File: config.mk
export PLATFORM = sky130hd
export DESIGN_NAME = gbs_div_cell
export DESIGN_NICKNAME = d
export VERILOG_FILES = /design/src/rtl/core/gbs_pkg.sv /design/src/rtl/core/gbs_div_cell.sv
export SDC_FILE = /design/constraint.sdc
export NUM_CORES = 1
export LEC_CHECK = 0
export ABC_AREA = 1
export BUFFER_PORTS_ARGS = -buffer_cell sky130_fd_sc_hd__buf_4
export CORE_AREA = 10 10 161 103
export DETAILED_ROUTE_END_ITERATION = 16
export DIE_AREA = 0 0 171 113
export PLACE_DENSITY_LB_ADDON = 0.12
export SLEW_MARGIN = 25
export SYNTH_ARGS = -nofsm -noshare
export SYNTH_HDL_FRONTEND = slang
export SYNTH_SLANG_ARGS = --single-unit
export TNS_END_PERCENT = 10
File: constraint.sdc
create_clock -name i_clk -period 4.6 [get_ports i_clk]
set_input_delay 0.69 -clock i_clk [delete_from_list [all_inputs] [get_ports i_clk]]
set_output_delay 0.69 -clock i_clk [all_outputs]
set_load 0.1 [all_outputs]
File: src/rtl/core/gbs_pkg.sv
`default_nettype none
package gbs_pkg;

    localparam int CFG_DATA_W = 16;
    localparam int CFG_IDX_W  = 2;
    localparam int LOG_W      = 4;

    typedef enum logic [CFG_IDX_W-1:0] {
        CFG_GRID_WIDTH  = 2'd0,
        CFG_GRID_HEIGHT = 2'd1,
        CFG_LOG_GROUP   = 2'd2
    } t_cfg_idx;

    typedef struct packed {
        logic [CFG_DATA_W-1:0] grid_width;
        logic [CFG_DATA_W-1:0] grid_height;
        logic [LOG_W-1:0]      log_group;
    } t_cfg;

    // per-stage control that rides along with each item
    typedef struct packed {
        logic valid;
        logic oor;
    } t_tag;

endpackage
`default_nettype wire

File: src/rtl/core/gbs_div_cell.sv
`default_nettype none
// One restoring-division step on two dividends that share the divisor.
// dm shifts its quotient bits in from the right; dp keeps only the remainder.
module gbs_div_cell #(
    parameter int N = 16
) (
    input  wire                i_clk,
    input  wire                i_rst_n,
    input  wire gbs_pkg::t_tag i_tag,
    input  wire [2*N-1:0]      i_dm,
    input  wire [2*N-1:0]      i_dp,
    input  wire [N-1:0]        i_rem_m,
    input  wire [N-1:0]        i_rem_p,
    input  wire [N-1:0]        i_c,
    input  wire [N-1:0]        i_first,
    input  wire                i_rdy_dn,
    output logic               o_rdy,
    output gbs_pkg::t_tag      o_tag,
    output logic [2*N-1:0]     o_dm,
    output logic [2*N-1:0]     o_dp,
    output logic [N-1:0]       o_rem_m,
    output logic [N-1:0]       o_rem_p,
    output logic [N-1:0]       o_c,
    output logic [N-1:0]       o_first
);
    import gbs_pkg::*;

    logic [N:0] pa;
    logic [N:0] pb;
    logic [N:0] da;
    logic [N:0] db;
    logic       ge_a;
    logic       ge_b;

    t_tag           r_tag;
    logic [2*N-1:0] r_dm, n_dm;
    logic [2*N-1:0] r_dp, n_dp;
    logic [N-1:0]   r_rem_m, n_rem_m;
    logic [N-1:0]   r_rem_p, n_rem_p;
    logic [N-1:0]   r_c;
    logic [N-1:0]   r_first;

    always_comb begin
        pa      = {i_rem_m, i_dm[2*N-1]};
        pb      = {i_rem_p, i_dp[2*N-1]};
        da      = pa - {1'b0, i_c};
        db      = pb - {1'b0, i_c};
        ge_a    = pa >= {1'b0, i_c};
        ge_b    = pb >= {1'b0, i_c};
        n_rem_m = ge_a ? da[N-1:0] : pa[N-1:0];
        n_rem_p = ge_b ? db[N-1:0] : pb[N-1:0];
        n_dm    = {i_dm[2*N-2:0], ge_a};
        n_dp    = {i_dp[2*N-2:0], 1'b0};
    end

    assign o_rdy = !r_tag.valid || i_rdy_dn;

    always_ff @(posedge i_clk) begin
        if (!i_rst_n) begin
            r_tag <= '0;
        end else if (o_rdy) begin
            r_tag <= i_tag;
        end
    end

    always_ff @(posedge i_clk) begin
        if (o_rdy) begin
            r_dm    <= n_dm;
            r_dp    <= n_dp;
            r_rem_m <= n_rem_m;
            r_rem_p <= n_rem_p;
            r_c     <= i_c;
            r_first <= i_first;
        end
    end

    assign o_tag   = r_tag;
    assign o_dm    = r_dm;
    assign o_dp    = r_dp;
    assign o_rem_m = r_rem_m;
    assign o_rem_p = r_rem_p;
    assign o_c     = r_c;
    assign o_first = r_first;

endmodule
`default_nettype wire

======== Word-level counts from Yosys, hierarchy flattened ========
Index checks and enable logic that the tools add are counted.
cells by class
  $add $sub $neg .......................... 2
  multiplexer cells ....................... 2
  reduce and logical (&&, ||, !) cells .... 2
  $lt $le $gt $ge ......................... 2
operators by type and width
  cell                count
  $ge A17 B16 Y1      2
  $mux W16            2
  $sub A16 B16 Y16    2
  $logic_not A1 Y1    1
  $logic_or A1 B1 Y1  1
word-level totals
  output and inout bits ................... 131
  input port bits ......................... 133
  bits in registers ....................... 129

======== Depth between registers and ports, before layout ========
  depth in word-level cells ............... 2
  mapped depth ............................ 14
  gate-level depth less buffers ........... 14

======== Least setup slack after synthesis ========
OpenSTA, ideal clock, no wires.
  path kind ............................... register to output
  start ................................... register r_tag, in the netlist o_tag[1]
  end ..................................... output port o_rdy
  arrival time ............................ 3.876 ns
  required time ........................... 3.910 ns
  stages on the path, launching flop included .. 4
  slack ................................... 0.034 ns
  path buffers ............................ 0
  path through ............................ dfxtp_1 -> inv_1 -> nor2_1 -> inv_1
on the way
  longest elaborated chain between the ends .. 2
ends and longest elaborated chain
  what                      RTL line            text
  start: declaration        gbs_div_cell.sv:35  t_tag r_tag;
  start signal: assignment  gbs_div_cell.sv:62  r_tag <= i_tag;
  $logic_not A1 Y1          gbs_div_cell.sv:56  assign o_rdy = !r_tag.valid || i_rdy_dn;
  $logic_or A1 B1 Y1        gbs_div_cell.sv:56
  end: declaration          gbs_div_cell.sv:17  output logic o_rdy,
No other way between the ends.

======== Worst setup path in the final report ========
  start ................................... input port i_c[12]
  end ..................................... register r_rem_p[14], in the netlist o_rem_p[14], data pin
on the way
  longest elaborated chain between the ends .. 2
  elaborated cells between the ends (all ways) .. 3
ends and longest elaborated chain
  what                                                RTL line                                text
  start: declaration                                  gbs_div_cell.sv:14                      input wire [N-1:0] i_c,
  $sub A16 B16 Y16 or $ge A17 B16 Y1 (tied branches)  gbs_div_cell.sv:47, gbs_div_cell.sv:49
  $mux W16 (*)                                        gbs_div_cell.sv:51                      n_rem_p = ge_b ? db[N-1:0] : pb[N-1:0];
  named net n_rem_p[14]                               gbs_div_cell.sv:39                      logic [N-1:0] r_rem_p, n_rem_p;
  end signal: assignment                              gbs_div_cell.sv:71                      r_rem_p <= n_rem_p;
  end: declaration                                    gbs_div_cell.sv:39
The timed path passes the listed nets; every way through them passes the cells marked *.
A chain may end at the register's enable or synchronous reset.

==> qor.csv <==
stage,metric,value,unit
worst_hold_path,hold_class,in2reg,
worst_setup_path,cp-end-kind,flip-flop,
finish,drive_above_1_share,0.348,
sta,tightest_slew,738,ps
worst_setup_path,cp_max_fo,17,
worst_setup_path,reg2reg_to,o_rem_m[12],
worst_setup_path,critical_path.top_delay_family,simple AND/OR/NAND/NOR gates,
synth,ys_ff_latch,129,
sta,fin_setup_tns,0,ps
sta,hold_viol,0,
worst_setup_path,criticalPathCategory,in2reg,
die,die-area,19300,um2
die,fp.dieW,171,um
clocking,clk_latency,410,ps
worst_setup_path,r2r_cells,4,
die,io_pins,264,
flow_run,drv_cap,0,
clocking,clkSinkCount,129,
synth,synth-edff-count,127,
die,start_util,0.483,
worst_setup_path,startpoint_type,input pin,
sta,skew,11.0,ps
sta,clock.fmax,0.400,GHz
clocking,cts_setup_buffers,0,
sta,relSlewSlack,0.506,
worst_hold_path,hold_path_depth,1,
global_route,grt_usage,0.209,
sta,setup_viol,0,
worst_setup_path,slowest_delay,570,ps
drt,wl,21.0,mm
global_route,grt_max_degree,57,
clocking,clk_pin_slew,70,ps
finish,final_cells,1126,
global_route,antenna_found_initial,0,
worst_setup_path,cp_slowest_cell,nor3_4,
worst_setup_path,worstPathRequired,4760,ps
clocking,cts_resized,0,
synth,async_flop_share,0,
die,die_h,113,um
worst_hold_path,min-delay-start,i_dm[29],
clocking,cts_buffer_depth,2,
drt,final_antenna_net_count,0,
drt,drc,0,
sta,fin_crit,2500,ps
global_route,grt_pass1_vias,5428,
sta,setup_ws,2100,ps
place,gp_congestion,0.911,
global_route,grt_pass1_wl,31.2,mm
clocking,cts_tree,done,
drt,wl_per_cell,18.6,um
power,ir_drop,274,uV
synth,netlist-cell-type-count,35,
run_status,outcome,"finished, final reports clean",
place,post-dp-hpwl,17.0,mm
worst_setup_path,crit_chain,buf_4 -> inv_1 -> ha_1 -> nand2_1 -> nor2_1 -> nand3_1 -> nor2_2 -> nor3_4 -> nand2_4 -> nand2_1 -> nand2_1,
synth,syn_area_per_cell,9.88,um2
drt,vias,5545,
drt,vias_per_cell,4.92,
place,pre_cts_slack,1640,ps
synth,yosys_warnings,0,
power,p_per_area,473,nW/um2
synth,mappedNetlistNets,829,
synth,ys_seq_area_frac,0.589,
finish,utilization,0.688,
drt,dr.pass1.iters,5,
worst_setup_path,r2r-start,o_tag[1],
global_route,grt-ovfl-total,0,
finish,syn_to_final_growth,42.4,%
synth,mappedNetlistArea,6540,um2
drt,drt_iter0_drc,416,
die,floorplan.rows,33,
power,cellLeakagePower,0.00474,uW
finish,layout.nets,1105,
place,placement.io_buffers,262,
clocking,cts-root-buf,clkbuf_16,
worst_hold_path,min_to,o_dm[30],
sta,final.period_utilization,0.543,
worst_setup_path,cpMostUsedCell,nand2_1,
synth,synth_ff_type,edfxtp_1,
worst_setup_path,cp_num_buf_inv,2,
die,core_area,13500,um2
worst_setup_path,r2r_slack,2550,ps
sta,drv_slew,0,
worst_setup_path,cp.arrival,2660,ps
clocking,cts_hold_buf,0,
clocking,numCtsBuffers,17,
finish,diodes,0,
synth,postSynthCellCount,662,
sta,rsz0062_at_grt,no,
clocking,htreeDepth,4,
place,dp.cells,1094,
worst max-delay path by stage:
| stage | slack (ps) | startpoint | cells past startpoint | to |
|---|---|---|---|---|
| CTS | 2080 | i_c[12] | 11 | o_rem_p[14] |
| global route | 1950 | i_c[12] | 11 | o_rem_p[14] |
| global placement | 1710 | i_c[12] | 11 | o_rem_p[14] |
| detailed placement | 1640 | i_c[12] | 11 | o_rem_p[14] |
| floorplan | 30 | o_tag[1] | 3 | o_rdy |
| finish | 2100 | i_c[12] | 11 | o_rem_p[14] |
cells by family (layout without fill, tap and decap cells):
logic type / count (synthesis) / in the layout / share of synthesized area
and+or+nand+nor: 349 / 349 / 0.235
buffers and inverters: 115 / 404 / 0.0712
xor gates and xnor gates: 13 / 13 / 0.0174
DFF: 129 / 129 / 0.589
adders and majority gates: 34 / 34 / 0.0674
other: 1 / 1 / 0.000574
AOI/OAI and AO/OA: 21 / 21 / 0.0189
metrics by stage:
| step | hold WS [ps] | power, uW | cell area [um2] |
|---|---|---|---|
| 3_3_place_gp | 475 | 2980 | 8680 |
| 2_1_floorplan | 789 | 2620 | 6540 |
| 6_report | 453 | 4400 | 9310 |
| 5_1_grt | 433 | 4550 | 9310 |
| 3_5_place_dp | 505 | 2990 | 8680 |
| 4_1_cts | 441 | 4430 | 9310 |
layout by cell type, fill, tap and decap left out, types with 10 or more instances in the layout:
cell and instances:
buf_4 264, nand2_1 227, edfxtp_1 127, inv_1 103, nand3_1 52, ha_1 32
nor2_1 27, clkbuf_16 17, a21oi_1 14, nand2_2 12, xor2_1 10
power breakdown:
group	total [uW]	switching (uW)	internal [uW]	leakage [uW]
clock	1440	549	887	0.000304
sequential	1460	33.4	1430	0.00134
combinational	1500	1170	333	0.00309
total	4400	1750	2650	0.00474
area by class of cell:
| class | count | area, um2 |
|---|---|---|
| clock buffers | 18 | 439 |
| inverters | 108 | 408 |
| repair buffers | 264 | 1980 |
| clock inverters | 14 | 191 |
| multi-input cells | 418 | 2220 |
| fillers | 1101 | 4230 |
| well taps | 175 | 219 |
| flip-flops and latches | 129 | 3850 |
metal layers:
metal	vias to the layer above	routed length, um	part of all wire	GRT usage
met4	0	205	0.0098	0.0450
met1	2577	8910	0.43	0.264
met5	-	0	0	0
met3	17	2110	0.10	0.0725
met2	241	9740	0.46	0.339
li1	2710	-	-	-
worst register-to-register path: stages, from the launching register on:
cell     delay, ps
dfxtp_1        320
inv_1           50
nor2_1          70
inv_4          490
buf_4          700
flip-flops by register name (all words and copies together), names as in the netlist:
signal   flops
o_rem_m     16
o_rem_p     16
o_tag        2
o_first     16
o_dp        31
o_dm        32
o_c         16
cells in the mapped netlist, types with 2 or more instances:
cell type / instances / area (um2)
nand3b_1: 3 / 22.5
edfxtp_1: 127 / 3810
buf_4: 5 / 37.5
xor2_1: 10 / 87.6
nor2_2: 3 / 18.8
inv_2: 3 / 11.3
nand4_1: 5 / 31.3
nand2_2: 12 / 75.1
nand3_2: 2 / 20.0
and2_1: 2 / 12.5
buf_6: 2 / 22.5
inv_1: 104 / 390
dfxtp_1: 2 / 40.0
ha_1: 32 / 400
or2_4: 2 / 17.5
nor2_1: 27 / 101
nor3_1: 5 / 25.0
nand2_4: 4 / 45.0
nand2_1: 227 / 852
a21oi_2: 2 / 17.5
a21oi_1: 14 / 70.1
xnor2_1: 3 / 26.3
o21a_1: 2 / 15.0
nand3_1: 52 / 260
fa_1: 2 / 40.0
Power figures use the tool's default switching activity.
