--- config.mk ---
export PLATFORM = sky130hd
export DESIGN_NAME = gbs_prep
export DESIGN_NICKNAME = d
export VERILOG_FILES = /design/src/rtl/core/gbs_pkg.sv /design/src/rtl/core/gbs_prep.sv
export SDC_FILE = /design/constraint.sdc
export NUM_CORES = 1
export LEC_CHECK = 0
export BUFFER_PORTS_ARGS = -buffer_cell sky130_fd_sc_hd__buf_2
export CAP_MARGIN = 10
export CELL_PAD_IN_SITES_DETAIL_PLACEMENT = 0
export CELL_PAD_IN_SITES_GLOBAL_PLACEMENT = 1
export CORE_ASPECT_RATIO = 0.75
export CORE_MARGIN = 5
export CORE_UTILIZATION = 35
export DETAILED_ROUTE_END_ITERATION = 10
export GPL_ROUTABILITY_DRIVEN = 0
export GPL_TIMING_DRIVEN = 0
export PLACE_DENSITY = 0.7
export SYNTH_ARGS = -nofsm -noshare
export SYNTH_HDL_FRONTEND = slang
export SYNTH_SLANG_ARGS = --single-unit
--- constraint.sdc ---
create_clock -name i_clk -period 22.7 [get_ports i_clk]
set_input_delay 4.54 -clock i_clk [delete_from_list [all_inputs] [get_ports i_clk]]
set_output_delay 4.54 -clock i_clk [all_outputs]
set_load 0.05 [all_outputs]
--- src/rtl/core/gbs_pkg.sv ---
`default_nettype none
package gbs_pkg;

    localparam int CFG_DATA_W = 16;
    localparam int CFG_IDX_W  = 2;
    localparam int LOG_W      = 4;

    typedef enum logic [CFG_IDX_W-1:0] {
        CFG_GRID_WIDTH  = 2'd0,
        CFG_GRID_HEIGHT = 2'd1,
        CFG_LOG_GROUP   = 2'd2
    } t_cfg_idx;

    typedef struct packed {
        logic [CFG_DATA_W-1:0] grid_width;
        logic [CFG_DATA_W-1:0] grid_height;
        logic [LOG_W-1:0]      log_group;
    } t_cfg;

    // per-stage control that rides along with each item
    typedef struct packed {
        logic valid;
        logic oor;
    } t_tag;

endpackage
`default_nettype wire

--- src/rtl/core/gbs_prep.sv ---
`default_nettype none
// Front stage: linear id, offset inside the group span, clipped group height.
module gbs_prep #(
    parameter int N = 16
) (
    input  wire                i_clk,
    input  wire                i_rst_n,
    input  wire gbs_pkg::t_cfg i_cfg,
    input  wire                i_v,
    input  wire [N-1:0]        i_col,
    input  wire [N-1:0]        i_row,
    input  wire                i_rdy_dn,
    output logic               o_rdy,
    output gbs_pkg::t_tag      o_tag,
    output logic [2*N-1:0]     o_dm,
    output logic [2*N-1:0]     o_dp,
    output logic [N-1:0]       o_c,
    output logic [N-1:0]       o_first
);
    import gbs_pkg::*;

    logic [N+CFG_DATA_W-1:0] w_ext;
    logic [N+CFG_DATA_W-1:0] h_ext;
    logic [N-1:0]            w;
    logic [N-1:0]            h;
    logic [N-1:0]            g;
    logic [N-1:0]            mask;
    logic [N-1:0]            r;
    logic [N-1:0]            diff;
    logic [2*N-1:0]          prod_p;
    logic [2*N-1:0]          prod_m;

    t_tag           r_tag, n_tag;
    logic [2*N-1:0] r_dm, n_dm;
    logic [2*N-1:0] r_dp, n_dp;
    logic [N-1:0]   r_c, n_c;
    logic [N-1:0]   r_first, n_first;

    assign w_ext = {{N{1'b0}}, i_cfg.grid_width};
    assign h_ext = {{N{1'b0}}, i_cfg.grid_height};
    assign w     = w_ext[N-1:0];
    assign h     = h_ext[N-1:0];

    // g is zero when the group is taller than the coordinate range: no clip then
    assign g    = {{(N-1){1'b0}}, 1'b1} << i_cfg.log_group;
    assign mask = g - {{(N-1){1'b0}}, 1'b1};
    assign r    = i_row & mask;

    assign prod_p = {{N{1'b0}}, i_row} * {{N{1'b0}}, w};
    assign prod_m = {{N{1'b0}}, r} * {{N{1'b0}}, w};

    always_comb begin
        n_first   = i_row & ~mask;
        diff      = h - n_first;
        n_tag.valid = i_v;
        n_tag.oor   = (i_col >= w) || (i_row >= h);
        n_dp      = prod_p + {{N{1'b0}}, i_col};
        n_dm      = prod_m + {{N{1'b0}}, i_col};
        if ((g == '0) || (diff < g)) begin
            n_c = diff;
        end else begin
            n_c = g;
        end
    end

    assign o_rdy = !r_tag.valid || i_rdy_dn;

    always_ff @(posedge i_clk) begin
        if (!i_rst_n) begin
            r_tag <= '0;
        end else if (o_rdy) begin
            r_tag <= n_tag;
        end
    end

    always_ff @(posedge i_clk) begin
        if (o_rdy) begin
            r_dm    <= n_dm;
            r_dp    <= n_dp;
            r_c     <= n_c;
            r_first <= n_first;
        end
    end

    assign o_tag   = r_tag;
    assign o_dm    = r_dm;
    assign o_dp    = r_dp;
    assign o_c     = r_c;
    assign o_first = r_first;

endmodule
`default_nettype wire

Word level (Yosys, flattened, before mapping):

Index checks and enable logic that the tools add are counted.

* input port bits: 72
* output and inout port bits: 99
* word-level logic and storage cells: 25
* bits in registers: 98

* order comparisons: 3
* multiply operators: 2
* reductions and logical operators: 5
* muxes and demuxes: 1
* shift-type cells: 1
* bitwise gates (word level): 3
* add/sub/neg operators: 4

Operators by type and width (number)
* $add A32 B16 Y32: 2
* $mul A16 B16 Y32: 2
* $and A16 B16 Y16: 2
* $ge A16 B16 Y1: 2
* $logic_not A16 Y1: 1
* $lt A16 B16 Y1: 1
* $mux W16: 1
* $not A16 Y16: 1
* $shl A1 B4 Y16 const A: 1
* $sub A16 B1 Y16 const B: 1
* $sub A16 B16 Y16: 1
* $logic_or A1 B1 Y1: 3
* $logic_not A1 Y1: 1

Longest topological paths before layout:

Gate-level depths: netlist (run 1).

* word-level depth: 8
* depth in mapped cells: 32
* gate-level depth less buffers: 29

Least setup slack after synthesis (run 1):

Ideal clock, no wire load.

* path kind: input to register
* from: input port i_cfg[1] in the netlist's numbering
* to: register r_dm[30], in the netlist o_dm[30], data pin
* arrival: 11.744 ns
* library setup time: 0.258 ns
* stages on the path: 30
* required time: 22.442 ns
* slack: 10.698 ns
* path buffers: 4
* cells stage by stage: clkbuf_1 clkbuf_1 nor2b_1 nand2_1 ha_1 clkbuf_1 or3b_2 a21oi_1 a31oi_1 nor2b_1 clkbuf_1 nand2_1 fa_1 fa_1 inv_1 fa_1 fa_1 fa_1 inv_1 fa_1 inv_1 ha_1 a21oi_1 o21ai_0 a221o_1 a31o_2 a31oi_1 o311ai_1 a21oi_1 xnor2_1

* cells in the longest elaborated chain, start to end: 5

RTL lines
* start: declaration: line gbs_prep.sv:8 `input wire gbs_pkg::t_cfg i_cfg,`
* $shl A1 B4 Y16: line gbs_prep.sv:45 `assign g = {{(N-1){1'b0}}, 1'b1} << i_cfg.log_group;`
* $sub A16 B1 Y16: line gbs_prep.sv:46 `assign mask = g - {{(N-1){1'b0}}, 1'b1};`
* $and A16 B16 Y16: line gbs_prep.sv:47 `assign r = i_row & mask;`
* $mul A16 B16 Y32: line gbs_prep.sv:50 `assign prod_m = {{N{1'b0}}, r} * {{N{1'b0}}, w};`
* $add A32 B16 Y32: line gbs_prep.sv:58 `n_dm = prod_m + {{N{1'b0}}, i_col};`
* named net n_dm[30]: line gbs_prep.sv:34 `logic [2*N-1:0] r_dm, n_dm;`
* end signal: assignment: line gbs_prep.sv:78 `r_dm <= n_dm;`
* end: declaration: line gbs_prep.sv:34

The timed path passes the listed nets, and every way through them passes these cells.
A chain may end at the register's enable or synchronous reset.

Worst setup path after layout (run 1):

* from: input port i_cfg[1] in the netlist's numbering
* to: register r_dm[31], in the netlist o_dm[31], data pin

The elaborated chain is that of the path after synthesis.

==> results of run 1 <==
[per-stage QoR]
step	util [%]	instance area [µm²]	setup slack (ns)	hold WS [ns]	total power, W
2_1_floorplan	-	23300	10.70	0.753	0.00292
3_3_place_gp	38.4	25100	8.67	0.557	0.00362
3_5_place_dp	38.5	25200	8.55	0.544	0.00367
4_1_cts	38.9	25500	8.97	0.570	0.00387
5_1_grt	38.9	25500	8.06	0.632	0.00431
6_report	38.9	25500	8.79	0.562	0.00385
[routing by layer]
layer	GRT usage [%]	vias up	share of wire [%]
li1	-	8262	-
met1	27.2	9219	44
met2	30.7	685	44
met3	5.39	75	10
met4	4.43	4	2.0
met5	0	-	0.038
[area by class of cell]
class | instances | share of cell area [%]
well taps | 871 | 4.27
multi-input cells | 1784 | 69.5
plain buffers | 111 | 1.65
inverters | 587 | 8.65
flip-flops and latches | 98 | 11.5
repair buffers | 161 | 3.26
clock buffers | 9 | 0.883
clock inverters | 7 | 0.309
diodes | 2 | 0.0196
[path summary, 6_finish.rpt]
check           start  endpoint  slack [ns]  depth (start not counted)
max          i_cfg[1]  o_dm[31]        8.79                         30
min          o_tag[0]  o_tag[0]        0.56                          2
max reg2reg  o_tag[1]  o_tag[0]       20.92                          6
min reg2reg  o_tag[0]  o_tag[0]        0.56                          2
[logic make-up after synthesis]
group / synth area share (%)
buffers and inverters: 11.3
adders and majority gates: 51.1
muxes: 0.0431
DFF: 12.6
and+or+nand+nor: 15.0
xor gates and xnor gates: 2.53
AOI/OAI and AO/OA: 7.36
other: 0.0324
[cell usage in the layout (no fill, tap or decap), types with 4 or more instances in the layout]
cell       instances
nor4_1             4
a31oi_1           14
buf_2            162
o31ai_1            8
clkbuf_16          9
nor2_1            77
a221oi_1           4
o21a_1            11
conb_1            16
and3_1            18
nand2b_1           9
nand3_1           14
and2_1           143
inv_8              4
o21ai_0           53
a21oi_1           77
ha_1             275
o21bai_1           5
a21o_1            46
edfxtp_1          96
xor2_1            19
clkbuf_1         106
o211ai_1           7
nor2b_1           30
o21ai_1            6
nand4_1           13
or3_1              5
and4_1             4
a211oi_1           4
nand2_1          365
nand3b_1           5
fa_1             421
inv_1            585
xnor2_1           48
nor3_1            38
[state kept, by name, indices dropped and copies added (netlist names)]
| signal | flops |
|---|---|
| o_dm | 32 |
| o_first | 16 |
| o_tag | 2 |
| o_c | 16 |
| o_dp | 32 |
[power by group]
part	switching, W	internal, W	total (W)
registers	0.0000181	0.000416	0.000435
logic	0.00201	0.00124	0.00325
clock network	0.0000892	0.0000789	0.000168
[worst register-to-register path: stages (launching register included)]
cell and delay, ns:
dfxtp_1 0.31, nor2b_1 0.19, nor3_1 0.14, and4_1 0.24, o21ai_0 0.22, a41oi_1 0.44, a21oi_1 0.12
==> reports/qor.yml, run 1 <==
drt_first_pass_iters: 6
grt_pass1_wl_um: 108000
post-dp-hpwl_um: 58400
dp.cells: 3612
async_flop_share_pct: 0
drt_iter0_drc: 1360
rsz0062_at_grt: "false"
path_delay_family: "adder cells"
finalNetCount: 3520
cts_setup_buffers: 0
yosys.area.top_type: "fa_1"
clock-sinks: 98
start_util_pct: 35.4
cp.required_ns: 22.83
hold_class: "reg -> reg"
antenna_left: 0
synth_ff_type: "edfxtp_1"
drv_cap: 0
worst_path_largest_cell_delay_ns: 0.69
wl_per_cell_um: 18.8
worst_pin_slew_ns: 1.28
synth_area_per_cell_um2: 9.04
die_h_um: 233
yosysWarnings: 0
cts_tree: "done"
fin_skew_ns: 0.00777
syn_inst: 2566
totalWireLength_um: 68200
syn-cell-area_um2: 23200
fin_crit_sh_pct: 61.3
insertion_delay_ns: 0.40
grt.overflow.total: 0
grt_usage_pct: 19.6
finalWorstPathRequiredPeriod_ns: 13.91
max_slew_margin_pct: 13.9
synthDistinctLibCells: 64
synth_commonest_cells: "inv_1, fa_1, nand2_1"
leakage_nw: 12.9
route.vias.total: 18200
die_w_um: 307
setup_violations: 0
synth.most_common_cell: "inv_1"
grt_pass1_vias: 19100
io_pins: 171
synth_area_leaders: "fa_1, ha_1, edfxtp_1, inv_1, nand2_1"
max_freq_mhz: 71.9
critical_path_class: "in -> reg"
cts-root-buf: "clkbuf_16"
numCtsBuffers: 9
drcViolationCount: 0
grt_max_degree: 59
timing.critical_path.from_type: "primary input"
fp.coreArea_um2: 65500
crit_top_cell: "fa_1"
dieArea_um2: 71600
synth_edf_count: 96
antenna_found_initial: 9
area_growth_pct: 9.87
drive_gt1_share_pct: 7.15
cellPowerDensity_nw_per_um2: 151
cts_buffer_depth: 2
port_buffers: 159
status: "completed"
hold_violations: 0
ys_ff_latch: 98
multiInputGateArea_um2: 17700
yosysSeqAreaShare_pct: 12.6
htree_levels: 3
seq_area_um2: 2920
via_per_inst: 5.03
slowest_stage: "nor2b_1"
setup_tns_ns: 0
slew_violations: 0
cts_resized: 0
path_buf_inv: 7
ctsHoldBuffers: 0
clk_pin_slew_worst_paths_ns: 0.08
finalNonFillerCells: 3630
placementRows: 81
ir_drop_uv: 160
cp_max_fo: 10
cp.arrival_ns: 14.04
synth_top_area_share_pct: 36.3
crit_path_end_kind: "flip-flop"
fill_cells: 6682
No activity file was read; power rests on OpenSTA's default activity.
==> inputs of run 2 (changes only) <==
- PLACE_DENSITY: 0.7 -> 0.72
- clock period: 22.7 -> 11.6 ns (I/O delays scaled with it)
==> run 2 against run 1 <==
  * Clock power grew 98%
  * Clock skew grew 0.0086 ns
  * Sequential share of layout area is essentially flat
  * Hold slack gained 0.0058 ns
  * Core utilization is essentially flat
  * Critical path depth grew 2
  * Largest cell class unchanged
  * Highest routed layer unchanged
  * Combinational power grew 95%
  * Power grew 95%
  * Critical endpoint unchanged
==> reports/qor.yml, run 2 (synthesis gave the netlist of run 1 again) <==
drt_iter0_drc: 1345
wl_per_cell_um: 18.6
antenna_found_initial: 4
grt_usage_pct: 19.4
cp.required_ns: 11.73
finalNonFillerCells: 3629
drt_first_pass_iters: 6
antenna_left: 0
placementRows: 81
fin_skew_ns: 0.0163
switching_power_w: 0.00413
drive_gt1_share_pct: 7.36
setup_violations: 0
critical_path_class: "in -> reg"
slowest_stage: "fa_1"
die_w_um: 307
grt_pass1_wl_um: 107000
totalWireLength_um: 67300
fin_area_um2: 25500
via_per_inst: 5.03
grt_pass1_vias: 19100
rsz0062_at_grt: "false"
area_growth_pct: 9.94
max_slew_margin_pct: 16.4
slew_violations: 0
max_freq_mhz: 90.6
post-dp-hpwl_um: 57800
insertion_delay_ns: 0.41
crit_path_end_kind: "flip-flop"
drv_cap: 0
p_sw_share_pct: 55.0
htree_levels: 3
dp.cells: 3612
drcViolationCount: 0
fp.coreArea_um2: 65500
layout_commonest_cell: "inv_1"
hold_class: "reg -> reg"
start_util_pct: 35.4
finalWorstPathRequiredPeriod_ns: 11.04
p_comb_share_pct: 84.3
power_w: 0.00751
die_h_um: 233
io_pins: 171
worst_path_largest_cell_delay_ns: 0.55
cts-root-buf: "clkbuf_16"
cp.arrival_ns: 11.17
cts_setup_buffers: 0
numCtsBuffers: 9
grt_max_degree: 59
ir_drop_uv: 311
worst_pin_slew_ns: 1.24
grt.overflow.total: 0
clk_pin_slew_worst_paths_ns: 0.08
hold_violations: 0
leakage_nw: 12.9
clock-sinks: 98
finalNetCount: 3520
cts_tree: "done"
timing.critical_path.from_type: "primary input"
internal_power_w: 0.00338
port_buffers: 159
cts_buffer_depth: 2
setup_tns_ns: 0
status: "completed"
crit_top_cell: "fa_1"
placed_area_um2: 25200
route.vias.total: 18300
cp_max_fo: 10
fin_crit_sh_pct: 95.2
most-common-layout-cells: "inv_1, fa_1, nand2_1"
seqPwrFrac_pct: 11.3
dieArea_um2: 71600
p_clk_share_pct: 4.4
cellPowerDensity_nw_per_um2: 294
## run 2: cell types whose count changed in the layout (fill, tap and decap cells not counted), sizes merged
cell and delta:
clkinv +1, diode -1, inv -1
## run 2: timing repair
| item | CTS | global route |
|---|---|---|
| gates resized for setup | 0 | 9 |
| endpoints found under the setup margin | 0 | 14 |
| hold buffers | 0 | 0 |
## run 2: layer usage
metal	wire (µm)	track usage (%)
met5	13	0
met4	1360	3.94
met3	6590	5.32
met2	29200	30.2
met1	30100	27.2
## run 2: layout make-up
type / count / area, µm²
fillers: 6744 / 40000
multi-input cells: 1784 / 17700
well taps: 871 / 1090
clock inverters: 7 / 81.3
repair buffers: 161 / 831
flip-flops and latches: 98 / 2920
plain buffers: 111 / 423
diodes: 1 / 2.50
inverters: 587 / 2210
clock buffers: 9 / 225
## run 2: power groups by stage
stage / sequential [W] / combinational [W] / clock [W]
after detailed placement: 0.000858 / 0.00631 / 0
after global routing: 0.000859 / 0.00721 / 0.000365
final: 0.000846 / 0.00633 / 0.000332
after floorplan: 0.00131 / 0.00440 / 0
after CTS: 0.000852 / 0.00636 / 0.000352
after global placement: 0.000859 / 0.00624 / 0
## run 2: through the flow
stage | setup slack [ns] | hold WS, ns | utilization [%]
floorplan | 1.82 | 0.753 | -
global placement | -0.228 | 0.557 | 38.4
detailed placement | -0.346 | 0.554 | 38.5
CTS | 0.0360 | 0.573 | 38.9
global route | 0.106 | 0.592 | 39.0
finish | 0.558 | 0.567 | 39.0
## run 2: worst max-delay path: cells and delay by family
family	cells	cell delay, ns
adders and majority gates	8	3.55
and+or+nand+nor	7	1.75
buffers and inverters	9	1.75
AOI/OAI and AO/OA	8	1.79
## run 2: final timing paths
path         slack [ns]     start        to  cells past startpoint
max                0.56  i_cfg[1]  o_dm[31]                     32
min                0.57  o_tag[0]  o_tag[0]                      2
max reg2reg        9.71  o_tag[1]  o_tag[0]                      6
min reg2reg        0.57  o_tag[0]  o_tag[0]                      2
